--- src/hw/rtl/tqe_pkg.sv ---
// ----------------------------------------------------------------------------
// tqe_pkg
// Shared constants, codes and types of the timer queue engine.
// ----------------------------------------------------------------------------
package tqe_pkg;

  localparam int unsigned Depth      = 16;
  localparam int unsigned TimeBits   = 48;
  localparam int unsigned IdBits     = 16;
  localparam int unsigned MaxResults = 16;
  localparam int unsigned CntBits    = (MaxResults > 1) ? $clog2(MaxResults) : 1;

  typedef enum logic [1:0] {
    OpStart  = 2'd0,
    OpCancel = 2'd1,
    OpQuery  = 2'd2,
    OpTick   = 2'd3
  } op_e;

  typedef enum logic [2:0] {
    OcStarted   = 3'd0,
    OcFull      = 3'd1,
    OcCancelled = 3'd2,
    OcNotFound  = 3'd3,
    OcRunning   = 3'd4,
    OcIdle      = 3'd5,
    OcExpired   = 3'd6
  } outcome_e;

  typedef enum logic [1:0] {
    CellHold   = 2'd0,
    CellInsert = 2'd1,
    CellRemove = 2'd2,
    CellPop    = 2'd3
  } cell_mode_e;

  typedef struct packed {
    logic                valid;
    logic [IdBits-1:0]   id;
    logic [TimeBits-1:0] deadline;
  } entry_t;

  typedef struct packed {
    cell_mode_e          mode;
    logic [IdBits-1:0]   key_id;
    logic [TimeBits-1:0] key_time;
  } cell_ctrl_t;

endpackage

--- src/hw/rtl/timer_queue_engine_unit.sv ---
// ----------------------------------------------------------------------------
// timer_queue_engine_unit
// Sorted queue of pending timers built as a chain of compare-and-shift cells.
// ----------------------------------------------------------------------------
// Each transaction is registered when taken in the idle state and executed in
// the execute state, which waits while a stalled result holds the output
// register. Start, cancel and query use the single execute step of the cell
// chain. A tick with nothing due returns to idle without a result; otherwise
// expirations leave the head of the chain one per cycle while the output is not
// stalled, up to MaxResults per tick. Results go to an output register, so a new
// transaction is taken while a result still waits.
module timer_queue_engine_unit (
  input  logic                         clk_i,
  input  logic                         rst_ni,
  input  logic                         in_valid_i,
  output logic                         in_stall_o,
  input  logic [1:0]                   op_i,
  input  logic [tqe_pkg::IdBits-1:0]   timer_id_i,
  input  logic [tqe_pkg::TimeBits-1:0] time_value_i,
  input  logic                         relative_i,
  output logic                         out_valid_o,
  input  logic                         out_stall_i,
  output logic [2:0]                   outcome_o,
  output logic [tqe_pkg::IdBits-1:0]   result_id_o,
  output logic                         last_o
);

  localparam int unsigned D = tqe_pkg::Depth;

  typedef enum logic [1:0] {
    StIdle = 2'b01,
    StExec = 2'b10
  } state_e;

  state_e                        state_q, state_d;
  tqe_pkg::op_e                  op_q;
  logic [tqe_pkg::IdBits-1:0]    id_q;
  logic [tqe_pkg::TimeBits-1:0]  key_q, key_d;
  logic [tqe_pkg::TimeBits-1:0]  cur_q;
  logic [tqe_pkg::TimeBits:0]    rel_sum;
  logic [tqe_pkg::CntBits-1:0]   cnt_q;
  logic                          accept;
  logic                          out_free;
  logic                          out_valid_q;
  tqe_pkg::outcome_e             outcome_q;
  logic [tqe_pkg::IdBits-1:0]    result_id_q;
  logic                          last_q;
  logic                          emit;
  tqe_pkg::outcome_e             emit_outcome;
  logic [tqe_pkg::IdBits-1:0]    emit_id;
  logic                          emit_last;
  logic                          drain_next;
  tqe_pkg::cell_ctrl_t           ctrl;

  tqe_pkg::entry_t entries [D];
  tqe_pkg::entry_t left_e  [D];
  tqe_pkg::entry_t right_e [D];
  logic            le      [D];
  logic            left_le [D];
  logic            m_in    [D];
  logic            m_out   [D];

  assign accept   = in_valid_i && (state_q == StIdle);
  assign out_free = !out_valid_q || !out_stall_i;
  assign rel_sum  = {1'b0, cur_q} + {1'b0, time_value_i};

  always_comb begin
    key_d = time_value_i;
    if ((tqe_pkg::op_e'(op_i) == tqe_pkg::OpStart) && relative_i) begin
      key_d = rel_sum[tqe_pkg::TimeBits] ? {tqe_pkg::TimeBits{1'b1}}
                                         : rel_sum[tqe_pkg::TimeBits-1:0];
    end
  end

  always_comb begin
    state_d      = state_q;
    emit         = 1'b0;
    emit_outcome = tqe_pkg::OcStarted;
    emit_id      = id_q;
    emit_last    = 1'b1;
    drain_next   = 1'b0;
    ctrl.mode    = tqe_pkg::CellHold;
    ctrl.key_id  = id_q;
    ctrl.key_time = key_q;
    case (state_q)
      StIdle: begin
        if (accept) begin
          state_d = StExec;
        end
      end
      StExec: begin
        case (op_q)
          tqe_pkg::OpStart: begin
            if (out_free) begin
              emit    = 1'b1;
              state_d = StIdle;
              if (entries[D-1].valid) begin
                emit_outcome = tqe_pkg::OcFull;
              end else begin
                emit_outcome = tqe_pkg::OcStarted;
                ctrl.mode    = tqe_pkg::CellInsert;
              end
            end
          end
          tqe_pkg::OpCancel: begin
            if (out_free) begin
              emit    = 1'b1;
              state_d = StIdle;
              if (m_out[D-1] && (id_q != '0)) begin
                emit_outcome = tqe_pkg::OcCancelled;
                ctrl.mode    = tqe_pkg::CellRemove;
              end else begin
                emit_outcome = tqe_pkg::OcNotFound;
              end
            end
          end
          tqe_pkg::OpQuery: begin
            if (out_free) begin
              emit         = 1'b1;
              state_d      = StIdle;
              emit_outcome = m_out[D-1] ? tqe_pkg::OcRunning : tqe_pkg::OcIdle;
            end
          end
          tqe_pkg::OpTick: begin
            if (!le[0]) begin
              state_d = StIdle;
            end else if (out_free) begin
              emit         = 1'b1;
              drain_next   = 1'b1;
              emit_outcome = tqe_pkg::OcExpired;
              emit_id      = entries[0].id;
              emit_last    = !le[1] ||
                             (cnt_q == tqe_pkg::CntBits'(tqe_pkg::MaxResults - 1));
              ctrl.mode    = tqe_pkg::CellPop;
              if (emit_last) begin
                state_d = StIdle;
              end
            end
          end
          default: begin
            state_d = StIdle;
          end
        endcase
      end
      default: begin
        state_d = StIdle;
      end
    endcase
  end

  for (genvar g = 0; g < D; g++) begin : gen_cell
    if (g == 0) begin : gen_head
      assign left_e[g]  = '0;
      assign left_le[g] = 1'b1;
      assign m_in[g]    = 1'b0;
    end else begin : gen_mid
      assign left_e[g]  = entries[g-1];
      assign left_le[g] = le[g-1];
      assign m_in[g]    = m_out[g-1];
    end
    if (g == D - 1) begin : gen_tail
      assign right_e[g] = '0;
    end else begin : gen_inner
      assign right_e[g] = entries[g+1];
    end

    tqe_cell u_cell (
      .clk_i       (clk_i),
      .rst_ni      (rst_ni),
      .ctrl_i      (ctrl),
      .left_i      (left_e[g]),
      .left_le_i   (left_le[g]),
      .right_i     (right_e[g]),
      .match_in_i  (m_in[g]),
      .entry_o     (entries[g]),
      .le_o        (le[g]),
      .match_out_o (m_out[g])
    );
  end

  always_ff @(posedge clk_i or negedge rst_ni) begin
    if (!rst_ni) begin
      state_q     <= StIdle;
      cur_q       <= '0;
      cnt_q       <= '0;
      out_valid_q <= 1'b0;
    end else begin
      state_q <= state_d;
      if (accept) begin
        cnt_q <= '0;
        if (tqe_pkg::op_e'(op_i) == tqe_pkg::OpTick) begin
          cur_q <= time_value_i;
        end
      end else if (drain_next) begin
        cnt_q <= cnt_q + tqe_pkg::CntBits'(1);
      end
      if (emit) begin
        out_valid_q <= 1'b1;
      end else if (!out_stall_i) begin
        out_valid_q <= 1'b0;
      end
    end
  end

  always_ff @(posedge clk_i) begin
    if (accept) begin
      op_q  <= tqe_pkg::op_e'(op_i);
      id_q  <= timer_id_i;
      key_q <= key_d;
    end
    if (emit) begin
      outcome_q   <= emit_outcome;
      result_id_q <= emit_id;
      last_q      <= emit_last;
    end
  end

  assign in_stall_o  = (state_q != StIdle);
  assign out_valid_o = out_valid_q;
  assign outcome_o   = outcome_q;
  assign result_id_o = result_id_q;
  assign last_o      = last_q;

endmodule

--- src/hw/rtl/tqe_cell.sv ---
// ----------------------------------------------------------------------------
// tqe_cell
// One slot of the sorted timer chain. It compares its entry against the
// broadcast key and takes its next entry from itself, its neighbors or the key.
// ----------------------------------------------------------------------------
module tqe_cell (
  input  logic                clk_i,
  input  logic                rst_ni,
  input  tqe_pkg::cell_ctrl_t ctrl_i,
  input  tqe_pkg::entry_t     left_i,
  input  logic                left_le_i,
  input  tqe_pkg::entry_t     right_i,
  input  logic                match_in_i,
  output tqe_pkg::entry_t     entry_o,
  output logic                le_o,
  output logic                match_out_o
);

  logic                         valid_q;
  logic [tqe_pkg::IdBits-1:0]   id_q;
  logic [tqe_pkg::TimeBits-1:0] deadline_q;
  tqe_pkg::entry_t              entry_q;
  tqe_pkg::entry_t              entry_d;
  logic                         match;

  assign entry_q.valid    = valid_q;
  assign entry_q.id       = id_q;
  assign entry_q.deadline = deadline_q;

  assign le_o        = entry_q.valid && (entry_q.deadline <= ctrl_i.key_time);
  assign match       = entry_q.valid && (entry_q.id == ctrl_i.key_id);
  assign match_out_o = match_in_i || match;
  assign entry_o     = entry_q;

  always_comb begin
    entry_d = entry_q;
    case (ctrl_i.mode)
      tqe_pkg::CellInsert: begin
        if (!le_o) begin
          if (left_le_i) begin
            entry_d.valid    = 1'b1;
            entry_d.id       = ctrl_i.key_id;
            entry_d.deadline = ctrl_i.key_time;
          end else begin
            entry_d = left_i;
          end
        end
      end
      tqe_pkg::CellRemove: begin
        if (match_out_o) begin
          entry_d = right_i;
        end
      end
      tqe_pkg::CellPop: begin
        entry_d = right_i;
      end
      default: begin
        entry_d = entry_q;
      end
    endcase
  end

  always_ff @(posedge clk_i or negedge rst_ni) begin
    if (!rst_ni) begin
      valid_q <= 1'b0;
    end else begin
      valid_q <= entry_d.valid;
    end
  end

  always_ff @(posedge clk_i) begin
    id_q       <= entry_d.id;
    deadline_q <= entry_d.deadline;
  end

endmodule

--- config.mk ---
export PLATFORM = sky130hd
export DESIGN_NAME = timer_queue_engine_unit
export DESIGN_NICKNAME = d
export VERILOG_FILES = /design/src/hw/rtl/tqe_pkg.sv /design/src/hw/rtl/timer_queue_engine_unit.sv /design/src/hw/rtl/tqe_cell.sv
export SDC_FILE = /design/constraint.sdc
export NUM_CORES = 2
export LEC_CHECK = 0
export BUFFER_PORTS_ARGS = -buffer_cell sky130_fd_sc_hd__clkbuf_2
export CORE_ASPECT_RATIO = 0.9
export CORE_MARGIN = 2
export CORE_UTILIZATION = 26
export CTS_CLUSTER_DIAMETER = 120
export DETAILED_ROUTE_END_ITERATION = 16
export PLACE_DENSITY = 0.39
export RECOVER_POWER = 100
export SLEW_MARGIN = 20
export SYNTH_ARGS = -nofsm -noshare
export SYNTH_HDL_FRONTEND = slang
export SYNTH_HIERARCHICAL = 1
export SYNTH_SLANG_ARGS = --single-unit
--- constraint.sdc ---
create_clock -name clk_i -period 17.05 [get_ports clk_i]
set_clock_uncertainty 0.1 [all_clocks]
set_input_delay 0.8525 -clock clk_i [delete_from_list [all_inputs] [get_ports clk_i]]
set_output_delay 0.8525 -clock clk_i [all_outputs]
set_load 0.05 [all_outputs]
## Word level (Yosys, flattened, before mapping)

Cells that the tools add are included.

| operators by class | value |
|---|---|
| eq/ne operators | 64 |
| reduce and logical (&&, ||, !) cells | 80 |
| order comparisons | 16 |
| $add $sub $neg | 2 |
| muxes and demuxes | 103 |

Operators by type and width:

| kind | count |
|---|---|
| 65-bit one-hot mux with 3 select lines | 16 |
| 65-bit 2-to-1 mux | 47 |
| 48-bit <= comparator | 16 |
| 16-bit equality test | 16 |
| 48-bit 2-to-1 mux | 2 |
| 16-bit 2-to-1 mux | 4 |
| 48-bit by 48-bit adder with 49-bit output | 1 |
| 3-bit AND reduction | 16 |
| 2-bit by 1-bit inequality test with 1-bit output, second input constant | 18 |
| 1-bit logical AND | 35 |
| 2-bit inequality test, second input constant | 17 |
| 2-bit 2-to-1 mux | 11 |
| 1-bit logical OR | 17 |
| 16-bit nonzero test | 1 |
| 1-bit 2-to-1 mux | 13 |
| 2-bit equality test, second input constant | 6 |
| 3-bit one-hot mux with 4 select lines | 1 |
| 3-bit 2-to-1 mux | 3 |
| 4-bit 2-to-1 mux | 2 |
| 4-bit inequality test, second input constant | 2 |
| 2-bit one-hot mux with 2 select lines | 2 |
| 4-bit AND reduction | 2 |
| 2-bit by 1-bit equality test with 1-bit output, second input constant | 3 |
| 2-bit one-hot mux with 3 select lines | 1 |
| other kinds (10) | 13 |

| word-level totals | value |
|---|---|
| word-level logic and storage cells | 323 |
| input port bits | 71 |
| bits in registers | 1181 |
| output and inout port bits | 22 |

## Depth between registers and ports, before layout

| depth | value |
|---|---|
| depth in word-level cells | 25 |
| gate-level depth with buffers | 27 |
| depth with buffers taken out | 27 |

## By module

The synthesis kept the hierarchy.

By module, submodules not included:

| module | cells an instance | instances | area an instance (µm²) | seq. area each (µm²) |
|---|---|---|---|---|
| tqe_cell | 489 | 16 | 4767.1 | 1946.9 |
| timer_queue_engine_unit | 723 | 1 | 8251.7 | 3960.0 |

## Least setup slack after synthesis

No wires, ideal clock.

| timing path | value |
|---|---|
| path kind | flip-flop to flip-flop |
| start | register, netlist name id_q[2] |
| end | register gen_cell[0].u_cell/deadline_q[0] (netlist bit), enable pin |
| setup slack | 2.866 ns |
| period minus slack after synthesis | 14.184 ns |
| buffers on the path | 0 |
| data required time | 16.426 ns |
| cell stages (with the launch flop) | 28 |
| setup time | 0.524 ns |
| data arrival time | 13.559 ns |
| cells stage by stage | edfxtp_1 xor2_1 nor4_1 nand3_1 o21bai_1 o21bai_1 o21bai_1 o21bai_1 o21bai_1 o21bai_1 o21bai_1 o21bai_1 o21bai_1 o21bai_1 o21bai_1 o21bai_1 o21bai_1 o21bai_1 o21bai_1 o21bai_1 inv_1 a41oi_1 a21oi_1 nor3_1 inv_2 o31ai_2 nor2_1 a31oi_1 |

RTL lines:

| item | line | RTL |
|---|---|---|
| end signal, assigned | tqe_cell.sv:73 | `deadline_q <= entry_d.deadline;` |
| end, declared | tqe_cell.sv:21 | `logic [tqe_pkg::TimeBits-1:0] deadline_q;` |

==> summary.txt <==
Run status
  • Status: finished, violations left
  • Failing checks: capacitance limit, slew limit

Setup path
  • Crit path kind: reg2reg
  • Crit end category: register
  • Crit-path slowest cell: and2_0
  • Worst R2R Path Depth: 17
  • WP data required: ~17,000 ps
  • Reg-to-reg endpoint: gen_cell[0].u_cell/deadline_q[39]$_DFFE_PP_
  • Flop-to-flop setup slack: 4030 ps
  • Crit-path cells: clkbuf_1, inv_1, ha_1, nand4_1, nor4_1, nand3_1, nand3_1, a2bb2oi_1, and2_0, o21ai_0, nor3_1, buf_12, inv_1, o31ai_1, nor2_1, a31oi_4, clkbuf_1
  • Worst EP arrival: roughly 13,000 ps
  • Slowest Stage Delay on Critical Path: 2660 ps
  • CP Max Fanout: between 200 and 250
  • RR Startpoint: key_q[14]$_DFFE_PP_
  • Setup crit start kind: register

Hold path
  • Hold Crit Depth: 1
  • HP Class: in2reg
  • Min-Delay Endpoint: id_q[13]$_DFFE_PP_
  • Hold Startpoint: timer_id_i[13]

Power
  • Int Pwr: approximately 6.1 mW
  • Pwr dens: about 95 nW/um^2
  • P_sw: 2.91 mW
  • Switching share of power: ~32%
  • Cell leakage power: 39.0 nW
  • Power, Total: 9.06 mW
  • Sequential group share of total power: between 30% and 40%
  • Combinational share of power: around a quarter
  • Largest vdd supply drop: around 0.076 mV
  • Clk network pwr share: a little under two fifths

GRT
  • First-pass GRT wire length: approximately 440 mm
  • Vias in the first global route: approximately 66,000
  • Antenna violations before repair: 17
  • Largest net degree at the start of global routing: 260
  • Grt ovf: 0
  • GRT Util Overall: around 17%

Finish
  • Share of cells above drive strength 1: 6.79%
  • Cell area after layout: ~95,000 sq um
  • Area Growth Syn to Fin: 12.9%
  • Post-Layout Cell Count: 13,149
  • Layout Nets: slightly below 10,000

Clock network
  • Later-pin clock latency in the skew report: around 860 ps
  • CTS sink count: approximately 1,200
  • Clk buf depth: 4
  • CTS clk-pin slew, worst paths: 50 ps
  • CTS root buf: clkbuf_16
  • CTS buffer count: approximately 170
  • H-Tree Depth: 4
  • Clock tree from TritonCTS: built

Floorplan
  • Core ar.: 323,000 sq um
  • Initial Utilization: 26.1%
  • Die Ht: 545 um
  • # IOs: 93
  • # rows: slightly below 200
  • Die width: slightly above 600 um
  • Die Area: between 300,000 and 400,000 sq um

Placed design
  • DP Area: ~90,000 sq um
  • Gpl congestion: slightly above 0.8
  • Buffers on Ports: about 90
  • DP HPWL: about 220 mm
  • Post-placement cell count: between 10,000 and 15,000

Timing
  • Hold Violations, Final: 0
  • Fin crit share: between 70% and 80%
  • RSZ-0062 raised after global routing: no
  • Worst relative slew slack: -166%
  • Worst-margin pin slew: between 3000 and 4000 ps
  • Minimum clock period: between 10,000 and 15,000 ps
  • FMAX: a little under 80 MHz
  • Final setup vio count: 0
  • Fin. max-slew vios: between 700 and 800
  • Sum Neg Setup Slack: 0 ps

Routing
  • Top routing layer used: met5
  • Routed len/inst: ~22 um
  • Routed wl met3: around 13 mm
  • Met2 wire length: about 130 mm
  • Starting DRT DRC Count: about 4,700
  • Vias: 64,625
  • Vias/cell: between 4 and 5
  • Count of antenna-violating nets left after detailed routing: 0
  • TritonRoute pass-1 iters: 6
  • Wl on met1: roughly 150 mm
  • Routed WL: 294 mm
  • DRC viols: 0

Synthesis
  • Netlist Area Pre-Place: around 85,000 sq um
  • Post-Synthesis Mean Instance Area: 9.89 sq um
  • Cells after Synth: about 8,500
  • Synth Warn #: 6

Job
  • Max cap viols: 28
flip-flops by register name (all words and copies together), names as in the netlist:
signal / count
gen_cell.u_cell/deadline_q: 768
gen_cell.u_cell/id_q: 256
cur_q: 48
key_q: 48
gen_cell.u_cell/valid_q: 16
id_q: 16
result_id_o: 16
cnt_q: 4
outcome_o: 3
op_q: 2
state_q: 2
last_o: 1
out_valid_o: 1
routing by layer:
layer | GRT usage [%] | up-vias
li1 | - | 31273
met2 | 27.3 | 1299
met4 | 4.29 | 4
met1 | 25.5 | 31736
met5 | 0 | -
met3 | 2.05 | 313
stage by stage:
stage               utilization (%)  hold slack, ps  setup slack (ps)
floorplan                         -             385              2870
global placement               28.1             398              7240
detailed placement             28.1             401              7160
CTS                            29.6            67.8              7070
global route                   29.5            91.7              3230
finish                         29.5             132              4030
worst max path at each step:
stage                             start                                      endpoint
detailed placement    id_q[3]$_DFFE_PP_   gen_cell[15].u_cell/deadline_q[9]$_DFFE_PP_
CTS                   id_q[3]$_DFFE_PP_  gen_cell[14].u_cell/deadline_q[23]$_DFFE_PP_
finish              key_q[14]$_DFFE_PP_   gen_cell[0].u_cell/deadline_q[39]$_DFFE_PP_
global route        key_q[14]$_DFFE_PP_   gen_cell[3].u_cell/deadline_q[38]$_DFFE_PP_
global placement      id_q[3]$_DFFE_PP_  gen_cell[14].u_cell/deadline_q[28]$_DFFE_PP_
floorplan             id_q[2]$_DFFE_PP_   gen_cell[15].u_cell/deadline_q[0]$_DFFE_PP_
cell type report:
cell class,instances,area (sq um)
diodes,8,20.0
clock buffers,216,4400
clock inverters,71,538
fillers,33743,228000
inverters,815,3060
multi-input cells,6302,45200
flip-flops and latches,1181,35100
well taps,4300,5380
repair buffers,256,1650
power groups by stage:
stage | clock network [mW] | logic (mW) | registers [mW]
after detailed placement | 0 | 2.29 | 3.52
after floorplan | 0 | 1.54 | 3.58
after global placement | 0 | 2.25 | 3.52
after global routing | 3.53 | 2.54 | 3.47
after CTS | 3.44 | 2.30 | 3.46
final | 3.32 | 2.28 | 3.46
repair_timing:
item / 4_1_cts / 5_1_grt
hold buffers: 1 / 0
resized for setup: 0 / 0
hold endpoints to repair: 21 / 0
endpoints found under the setup margin: 0 / 0
setup buffers: 0 / 0
layout by cell type, fill, tap and decap left out, types with 52 or more instances in the layout:
cell type / n
o21ai_0: 1105
clkbuf_1: 96
clkbuf_2: 52
buf_4: 147
nor2_1: 153
edfxtp_1: 1110
xor2_1: 262
inv_1: 814
nand4_1: 189
clkbuf_16: 166
conb_1: 135
mux2i_1: 1026
nand2_1: 1263
a21o_1: 54
ha_1: 817
a211oi_1: 54
o211ai_1: 52
nand3_1: 155
a21oi_1: 375
dfrtp_1: 70
nor4_1: 63
critical path: cells and delay by family (launching register included):
kind | cells | cell delay, ps
compound gates | 4 | 1890
fa+ha+maj | 1 | 390
buf+inv | 5 | 4610
flops | 1 | 340
simple gates | 7 | 4990
Note: power is estimated with default switching activity, not from simulation.
